File: config.mk
export PLATFORM = sky130hd
export DESIGN_NAME = rtp_header_parser_top
export DESIGN_NICKNAME = d
export VERILOG_FILES = /design/src/hw/rtl/rhp_pkg.sv /design/src/hw/rtl/rhp_in_reg.sv /design/src/hw/rtl/rhp_parse.sv /design/src/hw/rtl/rtp_header_parser_top.sv
export SDC_FILE = /design/constraint.sdc
export NUM_CORES = 1
export LEC_CHECK = 0
export ABC_CLOCK_PERIOD_IN_PS = 19200
export BUFFER_PORTS_ARGS = -buffer_cell sky130_fd_sc_hd__buf_2
export CORE_UTILIZATION = 45
export CTS_CLUSTER_DIAMETER = 120
export DETAILED_ROUTE_END_ITERATION = 6
export PLACE_DENSITY = 0.67
export SLEW_MARGIN = 20
export SYNTH_ARGS = -nofsm -noshare
export SYNTH_HDL_FRONTEND = slang
export SYNTH_SLANG_ARGS = --single-unit
File: constraint.sdc
create_clock -name clk -period 19.2 [get_ports clk]
set_input_delay 0.96 -clock clk [delete_from_list [all_inputs] [get_ports clk]]
set_output_delay 0.96 -clock clk [all_outputs]
set_load 0.03 [all_outputs]
File: src/hw/rtl/rhp_pkg.sv
// Shared types and constants for the RTP header parser.
// Used by the input stage, the parse stage and the top level; no dependencies.

package rhp_pkg;

  // Result kind codes.
  typedef enum logic [2:0] {
    KIND_HEADER  = 3'd0,
    KIND_CSRC    = 3'd1,
    KIND_EXT     = 3'd2,
    KIND_PAYLOAD = 3'd3,
    KIND_REJECT  = 3'd4
  } kind_t;

  // Header field positions, version code, length limit and history reset value.
  localparam logic [1:0] HDR_VERSION     = 2'd2;
  localparam int         HDR_LAST_POS    = 9;
  localparam int         STAMP_LAST_POS  = 5;
  localparam int         WORD_LAST_POS   = 3;
  localparam logic [11:0] HDR_MIN_BYTES  = 12'd12;
  localparam logic [15:0] LAST_SEQ_RESET = 16'd1;

  // One input beat.
  typedef struct packed {
    logic [7:0]  data;
    logic        first;
    logic        last;
    logic [11:0] plen;
    logic [15:0] seq;
  } in_beat_t;

  // One result beat.
  typedef struct packed {
    kind_t       kind;
    logic [15:0] seq;
    logic        marker;
    logic [6:0]  media_type;
    logic [3:0]  csrc_count;
    logic        has_extension;
    logic [31:0] time_stamp;
    logic [31:0] source_id;
    logic [15:0] ext_kind;
    logic        late;
    logic [31:0] data_word;
    logic        end_of_packet;
  } res_beat_t;

endpackage

File: src/hw/rtl/rhp_in_reg.sv
// Input register stage of the RTP header parser.
// Depends on rhp_pkg for the beat type.

module rhp_in_reg (
  input  logic              clk,
  input  logic              rst_n,
  input  logic              in_valid,
  output logic              in_stall,
  input  rhp_pkg::in_beat_t in_beat,
  output logic              beat_valid,
  output rhp_pkg::in_beat_t beat,
  input  logic              beat_take
);
  import rhp_pkg::*;

  logic     valid_r;
  in_beat_t beat_r;

  // The register is free when empty or when its beat moves on this cycle.
  assign in_stall   = valid_r && !beat_take;
  assign beat_valid = valid_r;
  assign beat       = beat_r;

  // Valid flag.
  always_ff @(posedge clk) begin
    if (!rst_n) begin
      valid_r <= 1'b0;
    end else if (!in_stall) begin
      valid_r <= in_valid;
    end
  end

  // Payload capture.
  always_ff @(posedge clk) begin
    if (!in_stall && in_valid) begin
      beat_r <= in_beat;
    end
  end

endmodule

File: src/hw/rtl/rhp_parse.sv
// Parse stage of the RTP header parser: packet state, checks and result register.
// Depends on rhp_pkg for the beat types and header constants.

module rhp_parse (
  input  logic               clk,
  input  logic               rst_n,
  input  logic               beat_valid,
  input  rhp_pkg::in_beat_t  beat,
  output logic               beat_take,
  output logic               res_valid,
  output rhp_pkg::res_beat_t res,
  input  logic               res_stall
);
  import rhp_pkg::*;

  typedef enum logic [2:0] {
    PH_HEAD = 3'd0,
    PH_CSRC = 3'd1,
    PH_EXTH = 3'd2,
    PH_EXTW = 3'd3,
    PH_PAY  = 3'd4
  } phase_t;

  phase_t      phase_r, phase_nxt;
  logic [3:0]  pos_r, pos_nxt;
  logic [7:0]  flag_r, flag_nxt;
  logic [7:0]  mt_r, mt_nxt;
  logic [31:0] stamp_r, stamp_nxt;
  logic [31:0] ssrc_r, ssrc_nxt;
  logic [31:0] ws_r, ws_nxt;
  logic [15:0] wl_r, wl_nxt;
  logic [15:0] ext_r, ext_nxt;
  logic        drop_r, drop_nxt;
  logic [15:0] lseq_r, lseq_nxt;
  logic [31:0] lstamp_r, lstamp_nxt;
  logic        out_valid_r, out_valid_nxt;
  res_beat_t   res_r, res_nxt;

  // A beat is processed whenever the result register can take a new value.
  assign beat_take = beat_valid && (!out_valid_r || !res_stall);
  assign res_valid = out_valid_r;
  assign res       = res_r;

  // Next state and result for the beat in the input register.
  always_comb begin
    logic        has;
    logic        rej;
    logic        late;
    logic        swallow;
    kind_t       kind;
    logic [31:0] data;
    logic [11:0] min_len;
    logic [15:0] wl_dec;

    phase_nxt  = phase_r;
    pos_nxt    = pos_r;
    flag_nxt   = flag_r;
    mt_nxt     = mt_r;
    stamp_nxt  = stamp_r;
    ssrc_nxt   = ssrc_r;
    ws_nxt     = ws_r;
    wl_nxt     = wl_r;
    ext_nxt    = ext_r;
    drop_nxt   = drop_r;
    lseq_nxt   = lseq_r;
    lstamp_nxt = lstamp_r;
    has        = 1'b0;
    rej        = 1'b0;
    late       = 1'b0;
    kind       = KIND_HEADER;
    data       = '0;
    min_len    = HDR_MIN_BYTES + {6'd0, beat.data[3:0], 2'b00};
    wl_dec     = wl_r - 16'd1;

    // A first beat abandons whatever packet was in progress.
    if (beat.first) begin
      phase_nxt = PH_HEAD;
      pos_nxt   = '0;
      drop_nxt  = 1'b0;
      ws_nxt    = '0;
      wl_nxt    = '0;
      ext_nxt   = '0;
      wl_dec    = 16'hFFFF;
    end
    swallow = drop_nxt;

    if (swallow) begin
      // Swallow the rest of a rejected packet.
      if (beat.last) begin
        phase_nxt = PH_HEAD;
        pos_nxt   = '0;
        drop_nxt  = 1'b0;
        ws_nxt    = '0;
        wl_nxt    = '0;
        ext_nxt   = '0;
      end
    end else begin
      case (phase_nxt)
        PH_HEAD: begin
          if (pos_nxt == 4'd0) begin
            flag_nxt = beat.data;
            if (beat.data[7:6] != HDR_VERSION || beat.data[3:0] == 4'd0 ||
                beat.plen < min_len) begin
              rej = 1'b1;
            end
          end else if (pos_nxt == 4'd1) begin
            mt_nxt = beat.data;
          end else if (pos_nxt <= 4'(STAMP_LAST_POS)) begin
            stamp_nxt = {stamp_nxt[23:0], beat.data};
          end else begin
            ssrc_nxt = {ssrc_nxt[23:0], beat.data};
          end
          if (!rej) begin
            if (pos_nxt == 4'(HDR_LAST_POS)) begin
              has       = 1'b1;
              kind      = KIND_HEADER;
              wl_nxt    = {12'd0, flag_nxt[3:0]};
              ws_nxt    = '0;
              pos_nxt   = '0;
              phase_nxt = PH_CSRC;
            end else begin
              pos_nxt = pos_nxt + 4'd1;
            end
          end
        end
        PH_CSRC, PH_EXTW: begin
          ws_nxt = {ws_nxt[23:0], beat.data};
          if (pos_nxt == 4'(WORD_LAST_POS)) begin
            has     = 1'b1;
            kind    = (phase_nxt == PH_CSRC) ? KIND_CSRC : KIND_EXT;
            data    = ws_nxt;
            pos_nxt = '0;
            ws_nxt  = '0;
            wl_nxt  = wl_dec;
            if (wl_dec == 16'd0) begin
              if (phase_nxt == PH_CSRC && flag_nxt[4]) begin
                phase_nxt = PH_EXTH;
              end else begin
                phase_nxt = PH_PAY;
              end
            end
          end else begin
            pos_nxt = pos_nxt + 4'd1;
          end
        end
        PH_EXTH: begin
          if (pos_nxt == 4'd0) begin
            wl_nxt = {beat.data, 8'd0};
          end else if (pos_nxt == 4'd1) begin
            wl_nxt = {wl_nxt[15:8], beat.data};
            if ({wl_nxt, 2'b00} > {6'd0, beat.plen}) begin
              rej = 1'b1;
            end
          end else if (pos_nxt == 4'd2) begin
            ext_nxt = {beat.data, 8'd0};
          end else begin
            ext_nxt = {ext_nxt[15:8], beat.data};
          end
          if (!rej) begin
            if (pos_nxt == 4'(WORD_LAST_POS)) begin
              pos_nxt   = '0;
              ws_nxt    = '0;
              phase_nxt = (wl_nxt != 16'd0) ? PH_EXTW : PH_PAY;
            end else begin
              pos_nxt = pos_nxt + 4'd1;
            end
          end
        end
        PH_PAY: begin
          has  = 1'b1;
          kind = KIND_PAYLOAD;
          data = {24'd0, beat.data};
        end
        default: begin
          phase_nxt = PH_HEAD;
        end
      endcase
    end

    // Late check against the last accepted packet.
    late = (beat.seq < lseq_r) && (stamp_nxt < lstamp_r);

    // An early end rejects the packet; a complete one may update the history.
    if (!swallow && !rej && beat.last) begin
      if (phase_nxt != PH_PAY) begin
        rej = 1'b1;
      end else if (!late) begin
        lseq_nxt   = beat.seq;
        lstamp_nxt = stamp_nxt;
      end
    end

    // Result beat.
    res_nxt               = '0;
    res_nxt.seq           = beat.seq;
    out_valid_nxt         = 1'b0;
    if (rej) begin
      out_valid_nxt         = 1'b1;
      res_nxt.kind          = KIND_REJECT;
      res_nxt.end_of_packet = 1'b1;
    end else if (has) begin
      out_valid_nxt         = 1'b1;
      res_nxt.kind          = kind;
      res_nxt.marker        = mt_nxt[7];
      res_nxt.media_type    = mt_nxt[6:0];
      res_nxt.csrc_count    = flag_nxt[3:0];
      res_nxt.has_extension = flag_nxt[4];
      res_nxt.time_stamp    = stamp_nxt;
      res_nxt.source_id     = ssrc_nxt;
      res_nxt.ext_kind      = ext_nxt;
      res_nxt.late          = late;
      res_nxt.data_word     = data;
      res_nxt.end_of_packet = beat.last;
    end

    // Rejection swallows the rest, unless this was the last beat.
    if (rej && !beat.last) begin
      drop_nxt = 1'b1;
    end else if (beat.last) begin
      phase_nxt = PH_HEAD;
      pos_nxt   = '0;
      drop_nxt  = 1'b0;
      ws_nxt    = '0;
      wl_nxt    = '0;
      ext_nxt   = '0;
    end
  end

  // Packet state and history.
  always_ff @(posedge clk) begin
    if (!rst_n) begin
      phase_r  <= PH_HEAD;
      pos_r    <= '0;
      flag_r   <= '0;
      mt_r     <= '0;
      stamp_r  <= '0;
      ssrc_r   <= '0;
      ws_r     <= '0;
      wl_r     <= '0;
      ext_r    <= '0;
      drop_r   <= 1'b0;
      lseq_r   <= LAST_SEQ_RESET;
      lstamp_r <= '0;
    end else if (beat_take) begin
      phase_r  <= phase_nxt;
      pos_r    <= pos_nxt;
      flag_r   <= flag_nxt;
      mt_r     <= mt_nxt;
      stamp_r  <= stamp_nxt;
      ssrc_r   <= ssrc_nxt;
      ws_r     <= ws_nxt;
      wl_r     <= wl_nxt;
      ext_r    <= ext_nxt;
      drop_r   <= drop_nxt;
      lseq_r   <= lseq_nxt;
      lstamp_r <= lstamp_nxt;
    end
  end

  // Result register valid flag.
  always_ff @(posedge clk) begin
    if (!rst_n) begin
      out_valid_r <= 1'b0;
    end else if (beat_take) begin
      out_valid_r <= out_valid_nxt;
    end else if (!res_stall) begin
      out_valid_r <= 1'b0;
    end
  end

  // Result register payload.
  always_ff @(posedge clk) begin
    if (beat_take && out_valid_nxt) begin
      res_r <= res_nxt;
    end
  end

endmodule

File: src/hw/rtl/rtp_header_parser_top.sv
// RTP header parser: one body byte per beat in, header, CSRC, extension,
// payload and reject results out. An accepted beat passes the input register and
// then the result register; a new beat is taken every cycle unless the result
// register stalls. The per-byte state update in the parse stage sets that rate.
// Reset is synchronous and active low; the history starts at sequence 1.
// Depends on rhp_pkg, rhp_in_reg and rhp_parse.

module rtp_header_parser_top (
  input  logic        clk,
  input  logic        rst_n,
  input  logic        in_valid,
  output logic        in_stall,
  input  logic [7:0]  in_byte,
  input  logic        in_first_byte,
  input  logic        in_last_byte,
  input  logic [11:0] in_packet_length,
  input  logic [15:0] in_seq_num,
  output logic        out_valid,
  input  logic        out_stall,
  output logic [2:0]  out_kind,
  output logic [15:0] out_seq_out,
  output logic        out_marker,
  output logic [6:0]  out_media_type,
  output logic [3:0]  out_csrc_count,
  output logic        out_has_extension,
  output logic [31:0] out_time_stamp,
  output logic [31:0] out_source_id,
  output logic [15:0] out_ext_kind,
  output logic        out_late,
  output logic [31:0] out_data_word,
  output logic        out_end_of_packet
);
  import rhp_pkg::*;

  in_beat_t  in_beat;
  in_beat_t  beat;
  logic      beat_valid;
  logic      beat_take;
  res_beat_t res;

  // Gather the input fields into one beat.
  always_comb begin
    in_beat.data  = in_byte;
    in_beat.first = in_first_byte;
    in_beat.last  = in_last_byte;
    in_beat.plen  = in_packet_length;
    in_beat.seq   = in_seq_num;
  end

  rhp_in_reg u_in_reg (
    .clk        (clk),
    .rst_n      (rst_n),
    .in_valid   (in_valid),
    .in_stall   (in_stall),
    .in_beat    (in_beat),
    .beat_valid (beat_valid),
    .beat       (beat),
    .beat_take  (beat_take)
  );

  rhp_parse u_parse (
    .clk        (clk),
    .rst_n      (rst_n),
    .beat_valid (beat_valid),
    .beat       (beat),
    .beat_take  (beat_take),
    .res_valid  (out_valid),
    .res        (res),
    .res_stall  (out_stall)
  );

  // Spread the result beat over the output ports.
  assign out_kind          = res.kind;
  assign out_seq_out       = res.seq;
  assign out_marker        = res.marker;
  assign out_media_type    = res.media_type;
  assign out_csrc_count    = res.csrc_count;
  assign out_has_extension = res.has_extension;
  assign out_time_stamp    = res.time_stamp;
  assign out_source_id     = res.source_id;
  assign out_ext_kind      = res.ext_kind;
  assign out_late          = res.late;
  assign out_data_word     = res.data_word;
  assign out_end_of_packet = res.end_of_packet;

endmodule
### Word level (Yosys, flattened, before mapping)

Index checks and enable logic that the tools add are counted.

| operators by class | value |
|---|---|
| div/mod/pow operators | 0 |
| equality and inequality tests | 11 |
| muxes and demuxes | 109 |
| order comparisons | 5 |
| reductions and logical operators | 28 |
| shift-type cells | 0 |
| bitwise operators | 3 |
| $add $sub $neg | 3 |
| $mul | 0 |

Operators by type and width:

| operator | count |
|---|---|
| two-way mux 32 bit | 21 |
| two-way mux 16 bit | 21 |
| one-hot mux 32 bit (3 select lines) | 1 |
| one-hot mux 32 bit (2 select lines) | 1 |
| two-way mux 3 bit | 16 |
| one-hot mux 16 bit (3 select lines) | 1 |
| two-way mux 8 bit | 5 |
| two-way mux 4 bit | 9 |
| < comparator 32 bit | 1 |
| two-way mux 1 bit | 25 |
| > comparator 18 x 12 -> 1 bit | 1 |
| zero test 16 bit | 1 |
| < comparator 16 bit | 1 |
| nonzero test 16 bit | 1 |
| subtractor 16 x 1 -> 16 bit, second input constant | 1 |
| two-way mux 5 bit | 3 |
| < comparator 12 bit | 1 |
| one-hot mux 3 bit (4 select lines) | 1 |
| one-hot mux 4 bit (3 select lines) | 1 |
| logical AND 1 bit | 9 |
| == test 4 x 2 -> 1 bit, second input constant | 2 |
| zero test 4 bit | 2 |
| adder 4 x 6 -> 7 bit, first input constant | 1 |
| zero test 1 bit | 7 |
| other kinds (20) | 26 |

| storage, ports and cells | value |
|---|---|
| input bits | 42 |
| logic and storage cells | 191 |
| output and inout bits | 148 |
| register bits after elaboration | 383 |
| ROM bits | 0 |
| memories kept | 0 |
| bits in writable memories | 0 |
| latch bits | 0 |

### Depth between registers and ports, before layout

Gate-level depths: netlist (run 1).

| logic depth | value |
|---|---|
| depth after elaboration | 17 |
| depth in mapped cells | 23 |
| mapped depth without buffers | 19 |

### By module

From an unflattened synthesis (run 1), not the netlist that was laid out.

| second synthesis, totals | value |
|---|---|
| cells, all modules | 1816 |
| area, all modules | 18411.4 sq um |

By module, submodules not included:

| module | area an instance (sq um) | sequential area each (sq um) | cells each | times used |
|---|---|---|---|---|
| rhp_parse | 17222.8 | 8187.9 | 1774 | 1 |
| rhp_in_reg | 1188.6 | 1161.1 | 42 | 1 |

### Worst setup path before layout (run 1)

OpenSTA, ideal clock, no wires.

| path | value |
|---|---|
| path type | flip-flop to flip-flop |
| start point | register u_in_reg.beat_r, in the netlist u_in_reg.beat[29] |
| end point | register u_parse.res_r, in the netlist u_parse.res[0], enable pin |
| slack | 5.052 ns |
| path buffers | 4 |
| data required time | 18.369 ns |
| period minus slack after synthesis | 14.148 ns |
| stages on the path, launching flop included | 15 |
| data arrival time | 13.317 ns |
| cell sequence | edfxtp_1 -> clkbuf_1 -> buf_1 -> clkbuf_1 -> buf_1 -> nor2_1 -> ha_1 -> and4_1 -> nand3_1 -> a31o_2 -> a21oi_1 -> o41ai_2 -> nor3_1 -> nor3_1 -> nor3_1 |

| on the way | value |
|---|---|
| cells in the longest elaborated chain, start to end | 17 |
| elaborated cells on any way between the ends | 59 |

RTL lines:

| what | line | source |
|---|---|---|
| from (decl) | rhp_in_reg.sv:17 | `in_beat_t beat_r;` |
| from (signal assigned) | rhp_in_reg.sv:36 | `beat_r <= in_beat;` |
| branches (longest 15 deep; another with > comparator 18 x 12 -> 1 bit) | n/a |  |
| two-way mux 1 bit (*) | rhp_parse.sv:197 | `if (rej) begin` |
| logical AND 1 bit (*) | rhp_parse.sv:273 | `if (beat_take && out_valid_nxt) begin` |
| to (signal assigned) | rhp_parse.sv:274 | `res_r <= res_nxt;` |
| to (decl) | rhp_parse.sv:37 | `res_beat_t res_r, res_nxt;` |

Mark *: on every way between the ends. The select of a mux whose other input is x is not followed.
A chain may end at the register's enable or synchronous reset.

### Worst setup path after layout (run 1)

| path | value |
|---|---|
| start point | register u_in_reg.beat_r, in the netlist u_in_reg.beat[29] |
| end point | register u_parse.lseq_r[13] |

| on the way | value |
|---|---|
| elaborated cells on any way between the ends | 60 |

RTL lines:

| what | line | source |
|---|---|---|
| two-way mux 4 bit | rhp_parse.sv:76 | `if (beat.first) begin` |
| <= comparator 4 x 3 -> 1 bit | rhp_parse.sv:108 | `end else if (pos_nxt <= 4'(STAMP_LAST_POS)) begin` |
| two-way mux 32 bit | rhp_parse.sv:108 |  |
| two-way mux 32 bit | rhp_parse.sv:106 | `end else if (pos_nxt == 4'd1) begin` |
| two-way mux 32 bit | rhp_parse.sv:100 | `if (pos_nxt == 4'd0) begin` |
| two-way mux 32 bit | rhp_parse.sv:98 | `case (phase_nxt)` |
| two-way mux 32 bit (*) | rhp_parse.sv:87 | `if (swallow) begin` |
| named net u_parse.stamp_nxt[25] | rhp_parse.sv:28 | `logic [31:0] stamp_r, stamp_nxt;` |
| < comparator 32 bit (*) | rhp_parse.sv:181 | `late = (beat.seq < lseq_r) && (stamp_nxt < lstamp_r);` |
| logical AND 1 bit (*) | rhp_parse.sv:181 |  |
| NOT 1 bit (no source line) (*) | n/a |  |
| AND reduction 4 bit (no source line) (*) | n/a |  |
| to (signal assigned) | rhp_parse.sv:255 | `lseq_r <= lseq_nxt;` |
| to (decl) | rhp_parse.sv:34 | `logic [15:0] lseq_r, lseq_nxt;` |

Mark *: on every way through the listed nets, which the timed path passes. The rest lies on a longest branch. The select of a mux whose other input is x is not followed.

==> impl_metrics.toml, run 1 <==
[global_routing]
met3_usage_pct = 5.12
grt.overflow.total = 0
met1_usage_pct = 31.6
grt_start_max_net_pins = 76
gr-usage-all-layers_pct = 22.6
antenna_found_initial = 2
grt_pass1_wl_um = 73800
busiest_layer = "met2"
grt_pass1_vias = 13245
met2_usage_pct = 34.7

[floorplan]
dieArea_um2 = 41200
row_count = 73
placeableCoreArea_um2 = 39800
start_util_pct = 45.7
io_pins = 190
die_h_um = 203
dieWidth_um = 203

[power]
irDropWorstVdd_v = 0.0000654
p_leak_nw = 8.37
power_density_nw_per_um2 = 86.5
p_total_w = 0.00180

[timing]
maxSlewHeadroom_pct = 29.4
rsz0062_at_grt = "false"
max_freq_mhz = 145
final_hold_viol_count = 0
tightest_slew_ps = 1060
setup_tns_ps = 0
fin_crit_sh_pct = 35.8
drv_slew = 0
clock_skew_ps = 21.9
setup_viol = 0
period_minus_slack_ps = 6880

[clocking]
clockRootBuffer = "clkbuf_16"
post_cts_resized = 0
clk_pin_slew_ps = 60
cts_inserted_buffers = 41
cts.sinks = 375
clockBufferDepth = 3
h-tree-depth = 2
cts_setup_buffers = 0
cts_tree = "built"
insertion_delay_ps = 560
hold_buffers = 0

[worst_setup_path]
r2r-end = "u_parse.lseq_r[13]$_SDFFE_PN0P_"
cpMostUsedCell = "inv_1"
slowest_delay_ps = 600
reg2reg_slack_ps = 12320
cpMaxStageDelayCell = "a2111o_2"
arrival_ps = 7370
crit_chain = "buf_4 > inv_1 > nand2_1 > inv_1 > ha_1 > or2_2 > a2bb2o_1 > nor2_4 > buf_4 > mux2i_1 > inv_1 > ha_1 > nand4_1 > or4_1 > a2111oi_0 > o221ai_1 > nor4bb_1 > a2111o_2 > buf_12 > nor2_8 > mux2i_1"
cp_max_fo = 48
cp_top_family = "simple AND/OR/NAND/NOR gates"
cp.required_ps = 19680
crit_type = "reg2reg"
end_kind = "register"
crit_buf_inv = 6
reg2regPathDepth = 21
startpoint_type = "register"
timing.rr.start = "u_in_reg.beat[29]$_DFFE_PP_"

[yosys]
synthCells = 1845
async_reset_ff_share_pct = 0
avgSynthCellArea_um2 = 9.86
ys_types = 81
yosysSeqAreaShare_pct = 51.4
ys_ff_latch = 375
ys_warn_count = 0
synth_edf_count = 184
synthFlopType = "dfxtp_1"
synth_fp_nets = 1955
netlist_area_um2 = 18200

[detailed_routing]
routed_via_density = 5.62
drc = 0
ant_nets = 0
wire_per_inst_um = 18.6
vias = 14178
drtIter0Drc = 1207
drt_pass1_iterations = 5
wirelength_um = 46900

[placed_design]
gp_congestion = 0.952
port_buffers = 189
placed_area_um2 = 19400
hpwl_um = 30000

[run_status]
run_status = "complete, no violations"

[job]
cap_violations = 0

[worst_hold_path]
hold_path.class = "reg2reg"
hp-start = "u_parse.lseq_r[14]$_SDFFE_PN0P_"
whs_path_depth = 2
hold_end = "u_parse.lseq_r[14]$_SDFFE_PN0P_"

[layout]
syn2layout_area_growth_pct = 14.7
drive_above_1_share_pct = 16.2
postLayoutCoreUtil_pct = 52.4
nets = 2073
design_area_um2 = 20900
metrics by stage:
| step | setup slack [ps] | instances | hold WS (ps) |
|---|---|---|---|
| finish | 12320 | 2521 | 454 |
| global route | 12020 | 2520 | 478 |
| CTS | 12250 | 2518 | 456 |
| detailed placement | 12290 | 2443 | 449 |
| global placement | 12530 | 2443 | 442 |
| floorplan | 5050 | 1845 | 434 |
synth_stat cells (all sizes together) (6+ instances only):
| master | n | area (um2) |
|---|---|---|
| a211oi | 7 | 57.6 |
| a21boi | 46 | 345 |
| a21o | 12 | 90.1 |
| a21oi | 123 | 653 |
| a22o | 26 | 228 |
| a22oi | 28 | 210 |
| a31oi | 10 | 62.6 |
| and2 | 39 | 244 |
| buf | 32 | 195 |
| clkbuf | 111 | 417 |
| dfxtp | 191 | 3820 |
| edfxtp | 184 | 5530 |
| ha | 68 | 851 |
| inv | 102 | 383 |
| mux2i | 67 | 671 |
| nand2 | 290 | 1090 |
| nand2b | 14 | 87.6 |
| nand3 | 17 | 85.1 |
| nand4 | 17 | 106 |
| nor2 | 102 | 399 |
| nor2b | 41 | 257 |
| nor3 | 31 | 165 |
| nor4 | 14 | 145 |
| o211a | 35 | 350 |
| o211ai | 7 | 52.6 |
| o21a | 6 | 45.0 |
| o21ai | 91 | 455 |
| o311a | 31 | 310 |
| or2 | 6 | 37.5 |
| or3 | 10 | 62.6 |
| xnor2 | 10 | 87.6 |
worst register-to-register path, stage by stage (launching register included):
cell,delay (ps)
edfxtp_1,320
buf_4,410
inv_1,430
nand2_1,310
inv_1,100
ha_1,260
or2_2,360
a2bb2o_1,340
nor2_4,100
buf_4,490
mux2i_1,380
inv_1,100
ha_1,310
nand4_1,150
or4_1,590
a2111oi_0,330
o221ai_1,190
nor4bb_1,190
a2111o_2,600
buf_12,250
nor2_8,360
mux2i_1,250
final cells by class:
type                       instances  area [um2]
fill                            3598       19000
sequential                       375        9350
multi-input combinational       1225        7910
clock buffer                      62        1220
timing repair buffer             218        1190
tap                              525         657
inverter                         102         383
clock inverter                    13         153
antenna                            1        2.50
power breakdown:
group | switching, W | internal [W] | leakage (nW)
combinational | 0.0000914 | 0.0000432 | 4.27
sequential | 0.0000134 | 0.000859 | 3.43
clock | 0.000317 | 0.000481 | 0.665
placed cells by master (no fill, tap or decap), types with 7 or more instances in the layout:
master / instances
and2_1: 37
o211ai_1: 7
o211a_1: 35
o311a_1: 31
a21o_1: 12
buf_4: 28
a21boi_0: 46
dfxtp_1: 191
a31oi_1: 10
edfxtp_1: 184
nor2_1: 99
a21oi_1: 113
clkbuf_16: 44
a22oi_1: 28
inv_1: 102
nand3_1: 17
ha_1: 68
a22o_1: 26
nand2_1: 290
nor2b_1: 39
clkbuf_1: 12
nand2b_1: 13
or3_1: 10
mux2i_1: 67
o21ai_0: 89
nor3_1: 25
nand4_1: 17
a21oi_2: 10
xnor2_1: 10
buf_2: 188
nor4_1: 9
state kept, by name (all words and copies together) (netlist names):
register             cells
u_parse.ssrc_r          32
u_parse.flag_r           5
u_parse.mt_r             8
u_parse.drop_r           1
u_parse.ws_r            24
u_in_reg.beat_valid      1
u_parse.stamp_r         32
u_parse.pos_r            4
u_parse.lstamp_r        32
u_parse.lseq_r          16
u_parse.wl_r            16
u_in_reg.beat           38
u_parse.phase_r          3
u_parse.ext_r           16
u_parse.res            146
u_parse.res_valid        1
cells by family (layout without fill, tap and decap cells):
logic type	count (synthesis)	count (layout)	share of synthesized area (%)
flops	375	375	51.4
other cells	0	1	0
fa+ha+maj	68	68	4.68
buf+inv	245	395	5.47
xor+xnor	14	14	0.674
simple gates	605	605	15.8
compound gates	471	471	18.3
mux	67	67	3.69
layer usage:
layer | vias to the layer above | routed length (um)
met2 | 517 | 20800
met1 | 6767 | 21500
li1 | 6803 | -
met5 | - | 13
met4 | 2 | 1160
met3 | 89 | 3410
worst max path at each step:
stage                                            from  slack (ps)                         endpoint  depth (start not counted)
after global routing      u_in_reg.beat[29]$_DFFE_PP_       12020   u_parse.lseq_r[6]$_SDFFE_PN0P_                         21
after global placement    u_in_reg.beat[29]$_DFFE_PP_       12530   u_parse.lseq_r[5]$_SDFFE_PN0P_                         20
after CTS                 u_in_reg.beat[29]$_DFFE_PP_       12250  u_parse.lseq_r[13]$_SDFFE_PN0P_                         20
after floorplan           u_in_reg.beat[29]$_DFFE_PP_        5050     u_parse.res[0]$_SDFFCE_PN1P_                         14
after detailed placement  u_in_reg.beat[29]$_DFFE_PP_       12290  u_parse.lseq_r[10]$_SDFFE_PN0P_                         20
final                     u_in_reg.beat[29]$_DFFE_PP_       12320  u_parse.lseq_r[13]$_SDFFE_PN0P_                         21
(Power assumes the default switching activity.)
==> run 2: changes to the inputs <==
ABC_CLOCK_PERIOD_IN_PS = 5900   (was 19200)
PLACE_DENSITY = 0.69   (was 0.67)
clock period = 5.9 ns   (was 19.2 ns; I/O delays follow)
==> impl_metrics.toml, run 2 (synthesis gave the netlist of run 1 again) <==
[run_status]
run_status = "complete, but fails checks"
failed_checks = "design-rule violations"

[clocking]
insertion_delay_ps = 560
cts_inserted_buffers = 40
cts_tree = "built"
cts.sinks = 375
clockRootBuffer = "clkbuf_16"
clockBufferDepth = 3
h-tree-depth = 2
clk_pin_slew_ps = 60

[timing]
fin_ws_ps = 317
setup_viol = 0
fin_crit_sh_pct = 94.6
final_hold_viol_count = 0
hold_ws_ps = 92.1
maxSlewHeadroom_pct = 33.4
drv_slew = 0
tightest_slew_ps = 992
period_minus_slack_ps = 5580
max_freq_mhz = 179
clock_skew_ps = 12.8

[floorplan]
dieWidth_um = 203
io_pins = 190
placeableCoreArea_um2 = 39800
start_util_pct = 45.7
dieArea_um2 = 41200
die_h_um = 203
row_count = 73

[layout]
syn2layout_area_growth_pct = 18.0
final_common_cell = "nand2_1"
final_cells = 2573
largest_register_ffs = 146
nets = 2126
drive_above_1_share_pct = 16.8
num_antenna_cells = 0
most-common-layout-cells = "nand2_1, dfxtp_1, buf_2, edfxtp_1, a21oi_1"

[detailed_routing]
drtIter0Drc = 1370
drc = 1
ant_nets = 0
routed_via_density = 5.61
wirelength_um = 47900
route.met2.wl_um = 21600
vias = 14446
top_layer_used = "met5"
wl_met1_um = 21400
drt_pass1_iterations = 7
wire_per_inst_um = 18.6
wl_met3_um = 3490

[worst_setup_path]
end_kind = "register"
startpoint_type = "register"
crit_type = "reg2reg"
arrival_ps = 6070
cp.required_ps = 6380
cp_max_fo = 16

[power]
power_density_nw_per_um2 = 272
p_leak_nw = 8.61
irDropWorstVdd_v = 0.000254

[global_routing]
gr-usage-all-layers_pct = 22.9
grt_pass1_vias = 13826
grt.overflow.total = 0
grt_start_max_net_pins = 105
grt_pass1_wl_um = 74600
antenna_found_initial = 1

[placed_design]
dp_cells = 2454
port_buffers = 189
pre_cts_ws_ps = 148
hpwl_um = 30700
gp_congestion = 0.945

[job]
cap_violations = 0

[worst_hold_path]
hold_path.class = "in2reg"
-- run 2: cell count changes in the layout (fill, tap and decap cells not counted), sizes merged --
cell,delta
clkinvlp,+1
diode,-1
dlygate4sd3,+39
clkinv,+2
buf,+13
a2111o,+1
clkbuf,-3
-- run 2: report_power, final --
| group | switching [W] | total [W] | leakage, nW | internal, W |
|---|---|---|---|---|
| combinational | 0.000305 | 0.000468 | 4.53 | 0.000163 |
| sequential | 0.0000418 | 0.00283 | 3.44 | 0.00279 |
| clock | 0.00104 | 0.00254 | 0.643 | 0.00150 |
-- run 2: layout make-up --
type,count,area (um2)
clock buffers,58,1150
clock inverters,16,178
fillers,3479,18400
inverters,102,383
multi-input cells,1226,7990
flip-flops and latches,375,9350
well taps,525,657
repair buffers,271,1750
-- run 2: timing repair --
item                       4_1_cts  5_1_grt
hold buffers                    39        0
setup buffers                    0        3
gates resized for setup          0        5
setup endpoints to repair        0       45
hold endpoints to repair        39        0
-- run 2: metrics by stage --
| step | cell area [um2] | setup TNS, ps | power [W] | util (%) |
|---|---|---|---|---|
| 5_1_grt | 21500 | -12.5 | 0.00605 | 53.9 |
| 3_3_place_gp | 19600 | 0 | 0.00331 | 49.2 |
| 2_1_floorplan | 18300 | -82930 | 0.00318 | - |
| 6_report | 21500 | 0 | 0.00585 | 53.9 |
| 4_1_cts | 21300 | 0 | 0.00589 | 53.6 |
| 3_5_place_dp | 19600 | 0 | 0.00332 | 49.3 |
-- run 2: path summary, 6_finish.rpt --
kind	from	endpoint	slack [ps]	cells after the start
setup / recovery	u_in_reg.beat[29]$_DFFE_PP_	u_parse.lseq_r[12]$_SDFFE_PN0P_	320	20
hold / removal	out_stall	u_parse.res_valid$_SDFFE_PN0P_	90	3
setup reg to reg	u_in_reg.beat[29]$_DFFE_PP_	u_parse.lseq_r[12]$_SDFFE_PN0P_	320	20
hold reg to reg	u_parse.lseq_r[13]$_SDFFE_PN0P_	u_parse.lseq_r[13]$_SDFFE_PN0P_	460	2
-- run 2: routing by layer --
layer / GRT usage, % / vias up
met1: 31.1 / 6876
li1: - / 6929
met5: 0 / -
met4: 8.06 / 2
met2: 36.1 / 540
met3: 4.65 / 99
-- run 2: critical path, cell delays in order (launching register included) --
cell and delay (ps):
edfxtp_1 380, inv_1 170, nand2_1 170, ha_1 300
or2_2 380, a2bb2o_1 350, nor2_4 180, buf_12 200
mux2i_1 290, inv_1 100, ha_1 310, nand4_1 120
or4_1 610, a2111oi_1 300, o221ai_1 180, nor4bb_1 200
a2111o_2 580, buf_12 160, nor2_8 100, buf_12 170
mux2i_1 200
